File: config.mk
export PLATFORM = sky130hd
export DESIGN_NAME = indexed_list_store
export DESIGN_NICKNAME = d
export VERILOG_FILES = /design/src/rtl/core/ils_pkg.sv /design/src/rtl/core/indexed_list_store.sv
export SDC_FILE = /design/constraint.sdc
export NUM_CORES = 1
export LEC_CHECK = 0
export ABC_CLOCK_PERIOD_IN_PS = 16100
export CORE_UTILIZATION = 50
export DETAILED_ROUTE_END_ITERATION = 8
export DONT_BUFFER_PORTS = 1
export MAX_ROUTING_LAYER = met4
export SKIP_CTS_REPAIR_TIMING = 1
export SLEW_MARGIN = 0
export SYNTH_ARGS = -nofsm -noshare
export SYNTH_HDL_FRONTEND = slang
export SYNTH_SLANG_ARGS = --single-unit
File: constraint.sdc
create_clock -name clk -period 16.1 [get_ports clk]
set_clock_uncertainty 0.2 [all_clocks]
set_input_delay 0.805 -clock clk [delete_from_list [all_inputs] [get_ports clk]]
set_output_delay 0.805 -clock clk [all_outputs]
set_load 0.02 [all_outputs]
File: src/rtl/core/ils_pkg.sv
package ils_pkg;

  localparam int DEPTH  = 16;
  localparam int IDX_W  = $clog2(DEPTH);
  localparam int CNT_W  = $clog2(DEPTH + 1);
  localparam int DATA_W = 32;

  typedef enum logic [2:0] {
    K_READ      = 3'd0,
    K_INS_FRONT = 3'd1,
    K_INS_BACK  = 3'd2,
    K_DEL_FRONT = 3'd3,
    K_DEL_AT    = 3'd4,
    K_SWAP      = 3'd5,
    K_DUMP      = 3'd6
  } kind_t;

  typedef enum logic [2:0] {
    ST_OK        = 3'd0,
    ST_BAD_INDEX = 3'd1,
    ST_EMPTY     = 3'd2,
    ST_FULL      = 3'd3,
    ST_SAME      = 3'd4
  } status_t;

  typedef enum logic [3:0] {
    S_IDLE,
    S_RESP,
    S_INS_RD,
    S_INS_WR,
    S_DEL_RD,
    S_DEL_WR,
    S_SWP_A,
    S_SWP_B,
    S_SWP_WB,
    S_DUMP_RD,
    S_DUMP_OUT
  } state_t;

  typedef struct packed {
    kind_t                     kind;
    logic [3:0]                index_a;
    logic [3:0]                index_b;
    logic signed [DATA_W-1:0]  value;
  } in_item_t;

  typedef struct packed {
    logic [3:0]                out_index;
    logic signed [DATA_W-1:0]  out_value;
    status_t                   status;
    logic                      last;
    logic [4:0]                length;
  } out_item_t;

endpackage

File: src/rtl/core/indexed_list_store.sv
// Ordered store of up to DEPTH signed 32-bit values held packed in a single-port-write,
// single-port-read memory with a registered read. One request is worked on at a time and
// in_stall stays high until its last result has been loaded into the output register.
// Read, error and insert-back requests go straight to the response; swap reads both
// entries and writes them back crossed; insert front and delete shift the entries one
// place at a time, and dump reads and hands out each entry in turn. Each shift step of an
// insert or delete is one memory read followed by one memory write. The memory needs no
// clearing after reset.
module indexed_list_store (
  input  logic                clk,
  input  logic                rst_n,
  input  logic                in_valid,
  output logic                in_stall,
  input  ils_pkg::in_item_t   in_data,
  output logic                out_valid,
  input  logic                out_stall,
  output ils_pkg::out_item_t  out_data
);

  localparam int IW = ils_pkg::IDX_W;
  localparam int CW = ils_pkg::CNT_W;
  localparam int DW = ils_pkg::DATA_W;

  logic [DW-1:0] mem [ils_pkg::DEPTH];

  ils_pkg::state_t    state_r, state_nxt;
  logic [CW-1:0]      cnt_r, cnt_nxt;
  logic [IW-1:0]      ptr_r, ptr_nxt;
  ils_pkg::kind_t     op_r, op_nxt;
  logic [IW-1:0]      ia_r, ia_nxt;
  logic [IW-1:0]      ib_r, ib_nxt;
  logic [DW-1:0]      val_r, val_nxt;
  logic [DW-1:0]      tmp_r, tmp_nxt;
  logic [IW-1:0]      res_index_r, res_index_nxt;
  ils_pkg::status_t   res_status_r, res_status_nxt;
  logic [DW-1:0]      rdata_r;
  logic               out_valid_r, out_valid_nxt;
  ils_pkg::out_item_t out_data_r, out_data_nxt;

  logic               accept;
  logic               out_free;
  logic               mem_we;
  logic [IW-1:0]      mem_waddr;
  logic [DW-1:0]      mem_wdata;
  logic [IW-1:0]      mem_raddr;
  logic               out_load;
  ils_pkg::status_t   req_status;
  logic               is_empty;
  logic               is_full;
  logic               a_bad;
  logic               b_bad;
  logic               del_more;
  logic               dump_last;

  assign accept   = in_valid && !in_stall;
  assign out_free = !out_valid_r || !out_stall;
  assign in_stall = (state_r != ils_pkg::S_IDLE);

  assign out_valid = out_valid_r;
  assign out_data  = out_data_r;

  assign is_empty  = (cnt_r == '0);
  assign is_full   = (cnt_r >= CW'(ils_pkg::DEPTH));
  assign a_bad     = ({1'b0, in_data.index_a} >= cnt_r);
  assign b_bad     = ({1'b0, in_data.index_b} >= cnt_r);
  assign del_more  = ((CW'(ptr_r) + CW'(1)) < cnt_r);
  assign dump_last = ((CW'(ptr_r) + CW'(1)) == cnt_r);

  // Outcome of a new request, decided from the count and the indices before any memory work.
  always_comb begin
    unique case (in_data.kind)
      ils_pkg::K_READ, ils_pkg::K_DEL_AT: begin
        priority if (is_empty) req_status = ils_pkg::ST_EMPTY;
        else if (a_bad)        req_status = ils_pkg::ST_BAD_INDEX;
        else                   req_status = ils_pkg::ST_OK;
      end
      ils_pkg::K_INS_FRONT, ils_pkg::K_INS_BACK: begin
        req_status = is_full ? ils_pkg::ST_FULL : ils_pkg::ST_OK;
      end
      ils_pkg::K_DEL_FRONT, ils_pkg::K_DUMP: begin
        req_status = is_empty ? ils_pkg::ST_EMPTY : ils_pkg::ST_OK;
      end
      ils_pkg::K_SWAP: begin
        priority if (is_empty)                  req_status = ils_pkg::ST_EMPTY;
        else if (a_bad || b_bad)                req_status = ils_pkg::ST_BAD_INDEX;
        else if (in_data.index_a == in_data.index_b) req_status = ils_pkg::ST_SAME;
        else                                    req_status = ils_pkg::ST_OK;
      end
      default: req_status = ils_pkg::ST_BAD_INDEX;
    endcase
  end

  // Next state.
  always_comb begin
    state_nxt = state_r;
    unique case (state_r)
      ils_pkg::S_IDLE: begin
        if (accept) begin
          if (req_status != ils_pkg::ST_OK) begin
            state_nxt = ils_pkg::S_RESP;
          end else begin
            unique case (in_data.kind)
              ils_pkg::K_INS_FRONT:                 state_nxt = ils_pkg::S_INS_RD;
              ils_pkg::K_DEL_FRONT, ils_pkg::K_DEL_AT: state_nxt = ils_pkg::S_DEL_RD;
              ils_pkg::K_SWAP:                      state_nxt = ils_pkg::S_SWP_A;
              ils_pkg::K_DUMP:                      state_nxt = ils_pkg::S_DUMP_RD;
              default:                              state_nxt = ils_pkg::S_RESP;
            endcase
          end
        end
      end
      ils_pkg::S_RESP:     if (out_free) state_nxt = ils_pkg::S_IDLE;
      ils_pkg::S_INS_RD:   state_nxt = (ptr_r == '0) ? ils_pkg::S_RESP : ils_pkg::S_INS_WR;
      ils_pkg::S_INS_WR:   state_nxt = ils_pkg::S_INS_RD;
      ils_pkg::S_DEL_RD:   state_nxt = del_more ? ils_pkg::S_DEL_WR : ils_pkg::S_RESP;
      ils_pkg::S_DEL_WR:   state_nxt = ils_pkg::S_DEL_RD;
      ils_pkg::S_SWP_A:    state_nxt = ils_pkg::S_SWP_B;
      ils_pkg::S_SWP_B:    state_nxt = ils_pkg::S_SWP_WB;
      ils_pkg::S_SWP_WB:   state_nxt = ils_pkg::S_RESP;
      ils_pkg::S_DUMP_RD:  state_nxt = ils_pkg::S_DUMP_OUT;
      ils_pkg::S_DUMP_OUT: begin
        if (out_free) state_nxt = dump_last ? ils_pkg::S_IDLE : ils_pkg::S_DUMP_RD;
      end
      default:             state_nxt = ils_pkg::S_IDLE;
    endcase
  end

  // Memory control, working registers and the output register.
  always_comb begin
    mem_we         = 1'b0;
    mem_waddr      = ptr_r;
    mem_wdata      = rdata_r;
    mem_raddr      = ia_r;
    out_load       = 1'b0;
    out_data_nxt   = out_data_r;
    cnt_nxt        = cnt_r;
    ptr_nxt        = ptr_r;
    op_nxt         = op_r;
    ia_nxt         = ia_r;
    ib_nxt         = ib_r;
    val_nxt        = val_r;
    tmp_nxt        = tmp_r;
    res_index_nxt  = res_index_r;
    res_status_nxt = res_status_r;

    unique case (state_r)
      ils_pkg::S_IDLE: begin
        mem_raddr = in_data.index_a;
        if (accept) begin
          op_nxt         = in_data.kind;
          ia_nxt         = in_data.index_a;
          ib_nxt         = in_data.index_b;
          val_nxt        = in_data.value;
          res_status_nxt = req_status;
          res_index_nxt  = '0;
          ptr_nxt        = '0;
          if (req_status == ils_pkg::ST_OK) begin
            unique case (in_data.kind)
              ils_pkg::K_READ, ils_pkg::K_DEL_AT, ils_pkg::K_SWAP: begin
                res_index_nxt = in_data.index_a;
                ptr_nxt       = in_data.index_a;
              end
              ils_pkg::K_INS_FRONT: ptr_nxt = cnt_r[IW-1:0];
              ils_pkg::K_INS_BACK: begin
                mem_we        = 1'b1;
                mem_waddr     = cnt_r[IW-1:0];
                mem_wdata     = in_data.value;
                cnt_nxt       = cnt_r + CW'(1);
                res_index_nxt = cnt_r[IW-1:0];
              end
              default: ptr_nxt = '0;
            endcase
          end
        end
      end
      ils_pkg::S_RESP: begin
        if (out_free) begin
          out_load               = 1'b1;
          out_data_nxt.out_index = res_index_r;
          out_data_nxt.out_value = (op_r == ils_pkg::K_READ && res_status_r == ils_pkg::ST_OK)
                                   ? rdata_r : '0;
          out_data_nxt.status    = res_status_r;
          out_data_nxt.last      = 1'b1;
          out_data_nxt.length    = cnt_r;
        end
      end
      ils_pkg::S_INS_RD: begin
        mem_raddr = ptr_r - IW'(1);
        if (ptr_r == '0) begin
          // Every older entry has moved up; the new value goes in at the head.
          mem_we    = 1'b1;
          mem_waddr = '0;
          mem_wdata = val_r;
          cnt_nxt   = cnt_r + CW'(1);
        end
      end
      ils_pkg::S_INS_WR: begin
        mem_we  = 1'b1;
        ptr_nxt = ptr_r - IW'(1);
      end
      ils_pkg::S_DEL_RD: begin
        mem_raddr = ptr_r + IW'(1);
        if (!del_more) cnt_nxt = cnt_r - CW'(1);
      end
      ils_pkg::S_DEL_WR: begin
        mem_we  = 1'b1;
        ptr_nxt = ptr_r + IW'(1);
      end
      ils_pkg::S_SWP_A: begin
        tmp_nxt   = rdata_r;
        mem_raddr = ib_r;
      end
      ils_pkg::S_SWP_B: begin
        mem_we    = 1'b1;
        mem_waddr = ia_r;
      end
      ils_pkg::S_SWP_WB: begin
        mem_we    = 1'b1;
        mem_waddr = ib_r;
        mem_wdata = tmp_r;
      end
      ils_pkg::S_DUMP_RD: mem_raddr = ptr_r;
      ils_pkg::S_DUMP_OUT: begin
        mem_raddr = ptr_r;
        if (out_free) begin
          out_load               = 1'b1;
          out_data_nxt.out_index = ptr_r;
          out_data_nxt.out_value = rdata_r;
          out_data_nxt.status    = ils_pkg::ST_OK;
          out_data_nxt.last      = dump_last;
          out_data_nxt.length    = cnt_r;
          ptr_nxt                = ptr_r + IW'(1);
        end
      end
      default: mem_raddr = ia_r;
    endcase

    if (out_load)      out_valid_nxt = 1'b1;
    else if (out_free) out_valid_nxt = 1'b0;
    else               out_valid_nxt = out_valid_r;
  end

  always_ff @(posedge clk) begin
    if (mem_we) mem[mem_waddr] <= mem_wdata;
    rdata_r <= mem[mem_raddr];
  end

  always_ff @(posedge clk) begin
    if (!rst_n) begin
      state_r     <= ils_pkg::S_IDLE;
      cnt_r       <= '0;
      out_valid_r <= 1'b0;
    end else begin
      state_r     <= state_nxt;
      cnt_r       <= cnt_nxt;
      out_valid_r <= out_valid_nxt;
    end
  end

  always_ff @(posedge clk) begin
    ptr_r        <= ptr_nxt;
    op_r         <= op_nxt;
    ia_r         <= ia_nxt;
    ib_r         <= ib_nxt;
    val_r        <= val_nxt;
    tmp_r        <= tmp_nxt;
    res_index_r  <= res_index_nxt;
    res_status_r <= res_status_nxt;
    out_data_r   <= out_data_nxt;
  end

  a_cnt_bound: assert property (@(posedge clk) disable iff (!rst_n)
    cnt_r <= CW'(ils_pkg::DEPTH))
    else $error("entry count exceeds depth");

  a_cnt_step: assert property (@(posedge clk) disable iff (!rst_n)
    (cnt_r != $past(cnt_r)) |->
      (cnt_r == $past(cnt_r) + CW'(1) || cnt_r == $past(cnt_r) - CW'(1)))
    else $error("entry count moved by more than one");

  a_idx_len: assert property (@(posedge clk) disable iff (!rst_n)
    out_valid_r |-> ({1'b0, out_data_r.out_index} <= out_data_r.length))
    else $error("reported position lies beyond the stored length");

  a_busy_no_new: assert property (@(posedge clk) disable iff (!rst_n)
    (state_r != ils_pkg::S_IDLE && state_nxt == ils_pkg::S_IDLE) |=> !out_valid_r || 
      $past(out_load))
    else $error("request finished without loading a result");

endmodule

After elaboration in Yosys (flattened, before gate mapping)
Memory sizes are Yosys's and may differ from the RTL's. A register that Yosys moved wholly into a read port is not among the register bits.
Cells that the tools add are included.
{"block": "classes", "addsub": 5, "magnitude_cmp": 4, "eq_ne": 25, "muxes": 55, "reduce_logical": 33}
{"operator": "$mux W32", "n": 5}
{"operator": "$pmux W32 S3", "n": 1}
{"operator": "$mux W45", "n": 2}
{"operator": "$pmux W45 S2", "n": 1}
{"operator": "$mux W4", "n": 12}
{"operator": "$pmux W4 S4", "n": 3}
{"operator": "$pmux W4 S11", "n": 1}
{"operator": "$mux W5", "n": 5}
{"operator": "$pmux W4 S5", "n": 1}
{"operator": "$eq A4 B3 Y1 const B", "n": 4}
{"operator": "$pmux W4 S2", "n": 2}
{"operator": "$pmux W5 S3", "n": 1}
{"operator": "$ne A2 B2 Y1 const B", "n": 7}
{"operator": "$eq A4 B4 Y1 const B", "n": 3}
{"operator": "$logic_not A3 Y1", "n": 4}
{"operator": "$mux W3", "n": 4}
{"operator": "$pmux W3 S4", "n": 1}
{"operator": "$reduce_or A2 Y1", "n": 6}
{"operator": "$mux W1", "n": 11}
{"operator": "$ge A4 B5 Y1", "n": 2}
{"operator": "$eq A3 B3 Y1 const B", "n": 3}
{"operator": "$reduce_and A3 Y1", "n": 3}
{"operator": "$eq A4 B2 Y1 const B", "n": 2}
{"operator": "$logic_not A4 Y1", "n": 2}
{"operator": "25 further kinds", "n": 36}
{"block": "word_totals", "reg_bits": 141, "ramBits": 512, "elab_cells": 139, "memories": 1}
{"name": "mem", "words": 16, "word_bits": 32, "read_ports": 1, "rd_ports_with_merged_regs": 1, "wr": 1, "line": "indexed_list_store.sv:24", "source": "logic [DW-1:0] mem [ils_pkg::DEPTH];"}

Logic depth before layout (Yosys ltp)
{"block": "logic_depth", "word_depth": 11, "depth_mapped": 12, "mapped_depth_nobuf": 10}

Worst setup path after synthesis
OpenSTA, ideal clock, no wires.
{"block": "synth_path", "path_kind": "reg-to-reg", "startpoint": "reg state_r[3]", "endpoint": "reg out_data_r, in the netlist out_data[0], enable pin", "setup_time_ns": 0.503, "arrival_time_ns": 4.328, "required_ns": 15.397, "path_slack_ns": 11.069, "stages_incl_launch_ff": 6, "period_less_slack_ns": 5.031, "path_cell_list": "dfxtp_1 > buf_2 > clkbuf_1 > clkbuf_1 > a22oi_1 > nor3_1"}
{"block": "synth_via", "elab_chain_cells": 3, "word_cells_on_any_way": 6, "classes_between": "4 x eq/ne; 2 x reduce/logical"}
{"item": "from (decl)", "line": "indexed_list_store.sv:26", "source": "ils_pkg::state_t state_r, state_nxt;"}
{"item": "from (signal assigned)", "line": "indexed_list_store.sv:250", "source": "state_r <= ils_pkg::S_IDLE;"}
{"item": "from (signal assigned)", "line": "indexed_list_store.sv:254", "source": "state_r <= state_nxt;"}
{"item": "$eq A4 B1 Y1 / $eq A4 B4 Y1 (equally long branches)", "line": "indexed_list_store.sv:146", "source": "unique case (state_r)"}
{"item": "$ne A2 B2 Y1 (no line) / $reduce_bool A2 Y1 (equally long branches)"}
{"item": "$reduce_and A3 Y1 (no line) (*)"}
{"item": "to (signal assigned)", "line": "indexed_list_store.sv:269", "source": "out_data_r <= out_data_nxt;"}
{"item": "to (decl)", "line": "indexed_list_store.sv:38", "source": "ils_pkg::out_item_t out_data_r, out_data_nxt;"}
Every way passes the cells marked *; elsewhere a longest branch is shown, timed or not.
A chain may end at the register's enable or synchronous reset.

Worst setup path after layout
{"block": "layout_path", "startpoint": "reg state_r[3]", "endpoint": "reg rdata_r[9], read port of mem"}
{"block": "layout_via", "elab_chain_cells": 3, "word_cells_on_any_way": 8, "classes_between": "5 x eq/ne; 1 x mux; 2 x reduce/logical"}
{"item": "$eq A4 B4 Y1", "line": "indexed_list_store.sv:146"}
{"item": "$reduce_or A2 Y1 (no line)"}
{"item": "$pmux W4 S5 (*)", "line": "indexed_list_store.sv:146"}
{"item": "to (decl)", "line": "indexed_list_store.sv:36", "source": "logic [DW-1:0] rdata_r;"}
Marked as above.

==> results.py <==
metrics = {
    "global_route": {
        "grt-ovfl-total": 0,
        "grt_pass1_wl_um": 107100,
        "grt_max_degree": 205,
        "grt_pass1_vias": 17000,
        "grt_usage_pct": 25.93,
        "antenna_found_initial": 3,
    },
    "place": {
        "dp_cells": 2693,
        "io_buffers": 0,
        "gp_congestion": 0.8878,
        "place_hpwl_um": 40970,
    },
    "critical_path": {
        "slowest_delay_ns": 0.67,
        "r2r_setup_slack_ns": 11.36,
        "arrival_ns": 5.00,
        "crit_chain": "buf_4, nand2b_1, nor2_1, mux2_4, nor2_4, buf_4, buf_4, a21oi_1, a32o_1, o221ai_1",
        "rr_worst_depth": 10,
        "crit_path_max_fanout": 64,
        "endpoint_kind": "register",
        "crit_path_start_kind": "register",
        "r2r-end": "rdata_r[9]",
        "cp_slowest_cell": "buf_4",
        "crit_path_frequent_cell": "buf_4",
        "required_ns": 16.36,
        "worst-setup-path-type": "register to register",
        "regToRegStartpoint": "state_r[3]",
    },
    "cells_and_area": {
        "register_area_mm2": 0.02015,
        "post_route_cells_drive_above_1_share_pct": 9.297,
        "multiInputGateArea_mm2": 0.007367,
        "instances_no_fill": 2826,
        "area_growth_pct": 11.89,
        "fin_nets": 2086,
        "nFillCells": 4458,
    },
    "drt": {
        "wl_um": 71280,
        "drt-pass1-iter-count": 5,
        "wl_per_cell_um": 25.22,
        "drtIter0Drc": 1891,
        "vias": 17850,
        "route.antenna.remaining_nets": 0,
        "vias_per_cell": 6.315,
        "drc": 0,
    },
    "clocking": {
        "clock-sinks": 685,
        "cts_tree": "done",
        "cts_made_buffers": 73,
        "root_buffer": "clkbuf_16",
        "path_clk_slew_ns": 0.06,
        "clockBufferDepth": 3,
        "h-tree-depth": 3,
        "clock_latency_ns": 0.60,
    },
    "synth": {
        "synth_seq_cells": 685,
        "postSynthAreaPerCell_um2": 13.58,
        "synth_nets": 2132,
        "synth_enable_flop_cells": 643,
        "synthFlopType": "edfxtp_1",
        "ys_types": 68,
        "syn-cell-area_mm2": 0.02806,
        "ys.warnings.count": 0,
        "synth_cells": 2066,
        "ys_async_sr_fraction_pct": 0,
        "yosysSeqAreaShare_pct": 71.80,
    },
    "timing": {
        "drv_slew": 0,
        "layout_min_cycle_time_ns": 4.738,
        "fmax_ghz": 0.2111,
        "maxSlewHeadroom_pct": 31.09,
        "setup_viol": 0,
        "period_share_pct": 29.43,
        "holdWs_ns": 0.09546,
        "setup_tns_ns": 0,
        "rsz0062_at_grt": "false",
        "tightest_slew_ns": 1.034,
        "finalHoldViolCount": 0,
    },
    "hold_path": {
        "min_path_cells": 0,
        "hold_path.class": "input pin to register",
        "min_from": "in_data[32]",
        "hold_end": "ib_r[0]",
    },
    "floorplanning": {
        "die_w_um": 238.9,
        "core_mm2": 0.05531,
        "ios": 94,
        "fp.dieH_um": 238.9,
        "die_area_mm2": 0.05708,
        "rows": 86,
        "start_util_pct": 50.74,
    },
    "pwr": {
        "irDropWorstVdd_v": 0.00009777,
        "p_total_mw": 4.838,
        "leakage_nw": 10.08,
        "p_per_area_mw_per_mm2": 154.1,
    },
    "outcome": {
        "status": "completed",
    },
    "flow_run": {
        "drv_cap": 0,
    },
}
## worst max-delay path, delay by kind of cell, from the launching register on
family / cells / cell delay, ns
flip-flops: 1 / 0.31
AO/OA/AOI/OAI: 3 / 0.76
AND/OR/NAND/NOR: 3 / 1.15
buffers and inverters: 3 / 1.49
multiplexers: 1 / 0.58
## cell usage after synthesis, drive strengths merged (3+ instances only)
library cell,count,area share [%]
a2111oi,5,0.16
a21boi,4,0.11
a21o,4,0.11
a21oi,87,1.6
a221oi,5,0.16
a22oi,74,2.0
a31oi,67,1.5
a32o,64,2.3
a32oi,66,2.1
and2,13,0.29
buf,60,1.0
clkbuf,105,1.4
dfxtp,42,3.0
edfxtp,643,69
ha,18,0.80
inv,16,0.21
mux2i,7,0.25
nand2,265,3.5
nand2b,11,0.25
nand3,134,2.4
nand3b,4,0.12
nand4,3,0.067
nor2,57,0.76
nor2b,43,0.96
nor3,8,0.14
nor4,5,0.11
o21ai,153,2.7
o221ai,33,1.0
o22ai,6,0.13
o2bb2ai,4,0.12
o32ai,4,0.15
or2,4,0.089
or3,5,0.11
xnor2,7,0.22
xor2,8,0.25
## power breakdown
| group | switching [mW] | total [mW] | internal, mW |
|---|---|---|---|
| registers | 0.0879 | 2.32 | 2.23 |
| logic | 0.570 | 0.762 | 0.191 |
| clock network | 0.671 | 1.76 | 1.09 |
| total | 1.33 | 4.84 | 3.51 |
## through the flow
stage / util, % / instance area (µm²) / setup slack, ns
4_1_cts: 56.76 / 31390 / 11.47
5_1_grt: 56.77 / 31400 / 11.06
2_1_floorplan: - / 28060 / 11.07
3_5_place_dp: 52.19 / 28860 / 11.49
6_report: 56.77 / 31400 / 11.36
3_3_place_gp: 52.19 / 28860 / 11.60
## per-layer routing
| metal | part of all wire, % | global-route usage (%) | up-vias |
|---|---|---|---|
| met1 | 45 | 37.61 | 8920 |
| met3 | 8.9 | 5.716 | 133 |
| met5 | 0 | - | - |
| li1 | - | - | 8013 |
| met2 | 44 | 37.17 | 779 |
| met4 | 1.9 | 6.371 | 0 |
## sequential cells by signal, indices dropped and copies added, names as in the netlist
name,flops
mem,512
out_valid,1
res_index_r,4
ptr_r,4
state_r,4
op_r,3
out_data,45
tmp_r,32
val_r,32
ia_r,4
cnt_r,5
rdata_r,32
res_status_r,3
ib_r,4
## cells in the final DEF, fill, tap and decap left out, drive strengths merged, types with 6 or more instances in the layout
master and n:
a32o 64, nor2b 43, o21ai 153, bufinv 13, o221ai 33, nand2 265, clkinv 21, a22oi 74
a32oi 66, o22ai 6, inv 17, clkbuf 94, a31oi 67, xnor2 7, a21oi 87, nand3 134
xor2 8, dfxtp 42, buf 44, mux2i 7, nor2 57, and2 13, edfxtp 643, ha 18
nor3 8, nand2b 11
## layout make-up
cell class | instances | share of cell area [%]
Timing Repair Buffer | 44 | 1.092
Antenna cell | 2 | 0.01594
Multi-Input combinational cell | 1198 | 23.46
Clock buffer | 94 | 6.400
Inverter | 18 | 0.2152
Tap cell | 748 | 2.981
Sequential cell | 685 | 64.17
Clock inverter | 37 | 1.662
## how the worst max path moves through the flow
stage                        to  depth (start not counted)         from  slack, ns
finish               rdata_r[9]                         10   state_r[3]      11.36
global route         rdata_r[9]                         10   state_r[3]      11.06
CTS                 rdata_r[16]                         10   state_r[3]      11.47
detailed placement   mem[7][10]                         10  in_data[36]      11.49
global placement     mem[4][10]                         10  in_data[36]      11.60
floorplan           out_data[0]                          5   state_r[3]      11.07
## cells by family (layout without fill, tap and decap cells)
| family | Yosys count | in the layout | synth area share [%] |
|---|---|---|---|
| other cells | 0 | 2 | 0 |
| buf+inv | 183 | 193 | 2.684 |
| compound gates | 594 | 594 | 14.74 |
| flops | 685 | 685 | 71.80 |
| simple gates | 562 | 562 | 9.149 |
| xor+xnor | 15 | 15 | 0.4682 |
| mux | 8 | 8 | 0.2898 |
| fa+ha+maj | 19 | 19 | 0.8739 |
No activity file was read; power rests on OpenSTA's default activity.
